`config.mk`:
```
export PLATFORM = sky130hd
export DESIGN_NAME = ddmix_wheel
export DESIGN_NICKNAME = d
export VERILOG_FILES = /design/src/rtl/ddmix_pkg.sv /design/src/rtl/ddmix_wheel.sv
export SDC_FILE = /design/constraint.sdc
export NUM_CORES = 2
export LEC_CHECK = 0
export BUFFER_PORTS_ARGS = -buffer_cell sky130_fd_sc_hd__buf_2
export CAP_MARGIN = 10
export CORE_UTILIZATION = 45
export CTS_BUF_LIST = sky130_fd_sc_hd__clkbuf_8
export CTS_CLUSTER_DIAMETER = 30
export DETAILED_ROUTE_END_ITERATION = 16
export PLACE_DENSITY_LB_ADDON = 0.12
export SLEW_MARGIN = 5
export SYNTH_ARGS = -nofsm -noshare
export SYNTH_HDL_FRONTEND = slang
export SYNTH_SLANG_ARGS = --single-unit
export TNS_END_PERCENT = 10
```
`constraint.sdc`:
```
create_clock -name clk_i -period 9.8 [get_ports clk_i]
set_input_delay 1.47 -clock clk_i [delete_from_list [all_inputs] [get_ports clk_i]]
set_output_delay 1.47 -clock clk_i [all_outputs]
set_load 0.005 [all_outputs]
```
`src/rtl/ddmix_pkg.sv`:
```
package ddmix_pkg;

  // Field widths
  localparam int JoyW     = 11;
  localparam int DistW    = 10;
  localparam int SpeedW   = 12;   // mixed wheel speed, signed
  localparam int MixW     = 13;   // mixing headroom, signed
  localparam int MagW     = 10;
  localparam int PwmW     = 8;
  localparam int SqW      = 2 * JoyW - 1;
  localparam int SumW     = SqW + 1;
  localparam int CfgIdxW  = 3;
  localparam int CfgDataW = 22;

  // Datapath widths of the PWM chain
  localparam int GainW = 16;
  localparam int F8W   = 26;              // offset + gain*mag, Q8
  localparam int ProdW = F8W + GainW;     // times ramp gain
  localparam int RampW = ProdW + DistW;   // times distance margin

  localparam int EmergencyCm = 10;

  // Reset values
  localparam logic [MagW-1:0]  MaxSpeedRst  = 10'd100;
  localparam logic [SumW-1:0]  DeadZoneRst  = 22'd25;
  localparam logic [PwmW-1:0]  MinPwmRst    = 8'd0;
  localparam logic [GainW-1:0] PwmGainRst   = 16'd256;
  localparam logic [DistW-1:0] RampStartRst = 10'd100;
  localparam logic [DistW-1:0] RampStopRst  = 10'd10;
  localparam logic [GainW-1:0] RampGainRst  = 16'd728;

  typedef enum logic [1:0] {
    BrCoast = 2'd0,
    BrFwd   = 2'd1,
    BrRev   = 2'd2,
    BrBrake = 2'd3
  } bridge_e;

  typedef enum logic [CfgIdxW-1:0] {
    CfgMaxSpeed  = 3'd0,
    CfgDeadZone  = 3'd1,
    CfgMinPwm    = 3'd2,
    CfgPwmGain   = 3'd3,
    CfgRampStart = 3'd4,
    CfgRampStop  = 3'd5,
    CfgRampGain  = 3'd6
  } cfg_idx_e;

  // Per-wheel command handed into the PWM chain
  typedef struct packed {
    logic [MagW-1:0]  mag;
    logic             ramp;   // distance inside ramp zone
    logic             kill;   // force zero duty
    logic [DistW-1:0] dm;     // distance minus ramp stop
  } wheel_cmd_t;

  typedef struct packed {
    logic [PwmW-1:0]  min_pwm;
    logic [GainW-1:0] pwm_gain;
    logic [GainW-1:0] ramp_gain;
  } wheel_cfg_t;

  // Load enables of the three chain stages
  typedef struct packed {
    logic a;
    logic b;
    logic c;
  } wheel_en_t;

endpackage

```
`src/rtl/ddmix_wheel.sv`:
```
module ddmix_wheel import ddmix_pkg::*; (
  input  logic            clk_i,
  input  wheel_en_t       en_i,
  input  wheel_cfg_t      cfg_i,
  input  wheel_cmd_t      cmd_i,
  output logic [PwmW-1:0] pwm_o
);

  logic [F8W-1:0]   gm;
  logic [F8W-1:0]   f8_d;
  logic [F8W-1:0]   f8_a_q, f8_b_q, f8_c_q;
  logic [ProdW-1:0] prod_d, prod_q;
  logic [RampW-1:0] ramp_d, ramp_q;
  wheel_cmd_t       cmd_a_q, cmd_b_q, cmd_c_q;

  // stage a: offset plus gain times magnitude, Q8
  assign gm   = cfg_i.pwm_gain * cmd_i.mag;
  assign f8_d = gm + {{(F8W-PwmW-8){1'b0}}, cfg_i.min_pwm, 8'b0};

  // stage b: times ramp slope
  assign prod_d = f8_a_q * cfg_i.ramp_gain;

  // stage c: times distance margin
  assign ramp_d = prod_q * cmd_b_q.dm;

  always_ff @(posedge clk_i) begin
    if (en_i.a) begin
      f8_a_q  <= f8_d;
      cmd_a_q <= cmd_i;
    end
    if (en_i.b) begin
      prod_q  <= prod_d;
      f8_b_q  <= f8_a_q;
      cmd_b_q <= cmd_a_q;
    end
    if (en_i.c) begin
      ramp_q  <= ramp_d;
      f8_c_q  <= f8_b_q;
      cmd_c_q <= cmd_b_q;
    end
  end

  // floor and saturate
  always_comb begin
    if (cmd_c_q.kill) begin
      pwm_o = '0;
    end else if (cmd_c_q.ramp) begin
      pwm_o = (|ramp_q[RampW-1:32]) ? {PwmW{1'b1}} : ramp_q[31:24];
    end else begin
      pwm_o = (|f8_c_q[F8W-1:16]) ? {PwmW{1'b1}} : f8_c_q[15:8];
    end
  end

endmodule

```
==> run summary <==
Status = complete, no violations
Met3 routed wirelength = 3910 um
Clock Pin Slew Worst Setup and Hold Paths = 0.12 ns
# H-tree levels = 4
Pre-antenna DRT Iters = 5
Highest metal used = met5
Vias in the first global route = 26600
Unrepaired setup endpoints after global routing = false
Hold path endpoint = cmd_b_q[4]$_DFFE_PP_
Relative slew margins = 0.416
Finished Cell Area = 37800 um^2
TritonCTS Sinks = 158
Worst reg-to-reg setup slack = 2.82 ns
Combinational family with the most area after synthesis = adder cells
Share of synthesized flip-flops with an asynchronous set or reset = 0
Clk buf depth = 2
Syn Inst Count = 3854
Slew at the pin closest to its max-slew limit = 0.877 ns
Wire length on met1 = 39800 um
Hold_sp = cmd_a_q[4]$_DFFE_PP_
Routed WL = 85100 um
Mapped Avg Cell Area = 9.42 um^2
Syn nets = 4954
Die height = 286 um
Min cycle time layout = 7.30 ns
Synth Area in Simple Gates = 0.171
Critical path startpoint category = input port
Port bufs = 73
Slowest cell on the critical path = fa_1
Synth-to-layout area growth = 4.29%
CP peak stage delay = 0.56 ns
Largest net degree at the start of global routing = 58
Placed instance area = 37400 um^2
Residual DRC count = 0
Worst r2r src = cmd_b_q[3]$_DFFE_PP_
Worst endpoint data arrival time = 7.63 ns
Post-route ant nets = 0
Setup tns final = 0 ns
Worst Path Required = 10.13 ns
Worst skew pair latency = 0.58 ns
First-pass GRT wire length = 141000 um
Final #Nets = 4883
Yosys reg bits = 158
# rows = 103
Worst Slack Setup Final = 2.50 ns
Buf/Inv on CP = 6
CP top delay family = adder cells
Post-DP HPWL = 67200 um
Worst R2R End = ramp_q[49]$_DFFE_PP_
Compound-gate portion of the synthesized area = 0.0547
Met2 Wirelength = 40100 um
CP Class = input port to flip-flop
CTS resizes = 0
Post-synthesis xor/xnor area fraction = 0.0215
DRT iter0 DRCs = 1187
Starting Density = 0.457
DIE WIDTH = 286 um
Synth cell types = 76
Final-report hold violation count = 0
Fin. max-slew vios = 0
Routed len/inst = 17.5 um
TritonCTS clock tree = built
Vias = 24700
DR vias/cell = 5.09
Top-area cell type share of the netlist area = 0.425
Register-to-Register Path Depth = 22
Cells along the critical path = buf_2, nand2_1, fa_1, inv_1, fa_1, inv_1, fa_1, inv_1, fa_1, fa_1, inv_1, fa_1, inv_1, ha_1, a21o_1, a21o_1, a21oi_1, o211ai_2, a31oi_1, o311ai_1, nand4_1, or3b_1
RD Place Congestion = 0.828
Synth warn = 0
Final hold slack = 0.428 ns
# fillers = 7687
Post-synthesis mux area share = 0.000276
Number of antenna violations at the first check in global routing = 6
CTS Hold Bufs = 0
Adder-cell area share of the yosys netlist = 0.516
Seq/Total Area, Yosys = 0.131
Post-synth EDFFs = 158
Io pins = 74
Synthesized area = 36300 um^2
Layout Skew = 0.0370 ns
Final setup vio count = 0
Synth Flop Type = edfxtp_1
F_max = 137 MHz
Die area = 81800 um^2
Critical path fanouts, max = 26
Synth area leader = fa_1
Period utilization = 0.745
Synth area leaders = fa_1 (42%), edfxtp_1 (13%), ha_1 (9.1%)
Core area = 79400 um^2
Crit-path most repeated cell = fa_1
Share of layout cells above drive strength 1 = 0.0393
Total Routing Usage GR = 0.220
Worst Setup End Kind = flip-flop
Number of post-CTS setup repair buffers = 0
Worst min path class = flip-flop to flip-flop
Number of CTS-inserted buffers = 17
CTS root buf = clkbuf_8
Hold Crit Depth = 0
Overflow left after global routing = 0
Post-place setup slack = 1.90 ns
Max-capacitance violation count = 0
-- synthesized netlist by cell type, drive strengths merged, types with 3 or more instances --
master,instances
or3,3
clkbuf,172
o21ai,54
nand3,23
a31oi,12
ha,264
a221oi,4
nor3,29
xor2,29
nand2b,10
a31o,3
o211ai,4
o311ai,3
edfxtp,158
fa,770
a2111oi,4
inv,838
a211oi,10
or4,3
a21oi,100
a21o,68
nor4,7
nand4,19
o21bai,12
and2,477
a211o,3
o21a,6
nor2,65
o31ai,4
and4,4
xnor2,60
nand2,571
nor2b,10
and3,17
or2,4
buf,9
-- final cells by class --
class / instances / area [um^2] / area share
antenna: 2 / 5.00 / 0.000132
clock buffer: 17 / 234 / 0.00618
clock inverter: 15 / 188 / 0.00496
inverter: 838 / 3150 / 0.0831
multi-input combinational: 2677 / 27700 / 0.732
sequential: 158 / 4740 / 0.125
tap: 1050 / 1310 / 0.0347
timing repair buffer: 91 / 503 / 0.0133
-- how the worst max path moves through the flow --
| stage | cells past startpoint | end | start |
|---|---|---|---|
| after CTS | 22 | prod_q[39]$_DFFE_PP_ | cfg_i[7] |
| after floorplan | 22 | prod_q[39]$_DFFE_PP_ | cfg_i[7] |
| after global placement | 23 | prod_q[35]$_DFFE_PP_ | cfg_i[7] |
| after detailed placement | 22 | prod_q[39]$_DFFE_PP_ | cfg_i[7] |
| after global routing | 20 | prod_q[39]$_DFFE_PP_ | cfg_i[1] |
| final | 22 | prod_q[39]$_DFFE_PP_ | cfg_i[7] |
-- flip-flops by register name, indices dropped and copies added, names as in the netlist --
register	cells
cmd_c_q	2
f8_a_q	26
ramp_q	28
cmd_b_q	12
prod_q	42
f8_c_q	18
f8_b_q	18
cmd_a_q	12
-- per-stage QoR --
| step | std cells | utilization |
|---|---|---|
| floorplan | 3854 | - |
| global placement | 4814 | 0.471 |
| detailed placement | 4814 | 0.471 |
| CTS | 4846 | 0.477 |
| global route | 4847 | 0.477 |
| finish | 4848 | 0.477 |
-- cells in the final DEF, fill, tap and decap left out, types with 6 or more instances in the layout --
| cell | synthesis | final |
|---|---|---|
| nor4_1 | 7 | 7 |
| and2_1 | 477 | 477 |
| a21oi_1 | 99 | 99 |
| buf_2 | 2 | 72 |
| nand4_1 | 19 | 19 |
| ha_1 | 264 | 264 |
| o21ai_0 | 47 | 47 |
| edfxtp_1 | 158 | 158 |
| nand2b_1 | 10 | 10 |
| o21a_1 | 6 | 6 |
| xor2_1 | 29 | 29 |
| a21o_1 | 67 | 67 |
| and3_1 | 16 | 16 |
| nor2_1 | 65 | 65 |
| fa_1 | 770 | 770 |
| nand3_1 | 23 | 23 |
| buf_4 | 1 | 19 |
| a31oi_1 | 11 | 11 |
| xnor2_1 | 60 | 60 |
| nor2b_1 | 10 | 10 |
| nand2_1 | 571 | 571 |
| a211oi_1 | 9 | 9 |
| o21bai_1 | 12 | 12 |
| nor3_1 | 28 | 28 |
| inv_1 | 838 | 838 |
| clkbuf_8 | 0 | 17 |
-- logic make-up (layout without fill, tap and decap cells) --
logic type	Yosys count	after routing
buf+inv	1019	961
simple gates	1251	1251
compound gates	302	302
flops	158	158
mux	1	1
other cells	0	2
xor+xnor	89	89
fa+ha+maj	1034	1034
-- layer usage --
| metal | global-route usage | vias to the layer above |
|---|---|---|
| met1 | 0.310 | 12700 |
| li1 | - | 11400 |
| met5 | 0 | - |
| met4 | 0.0469 | 6 |
| met3 | 0.0306 | 69 |
| met2 | 0.361 | 475 |
Power is left out: the tool's default activity adds up to more than one toggle a clock period on the data nets, which glitch-free logic cannot reach.
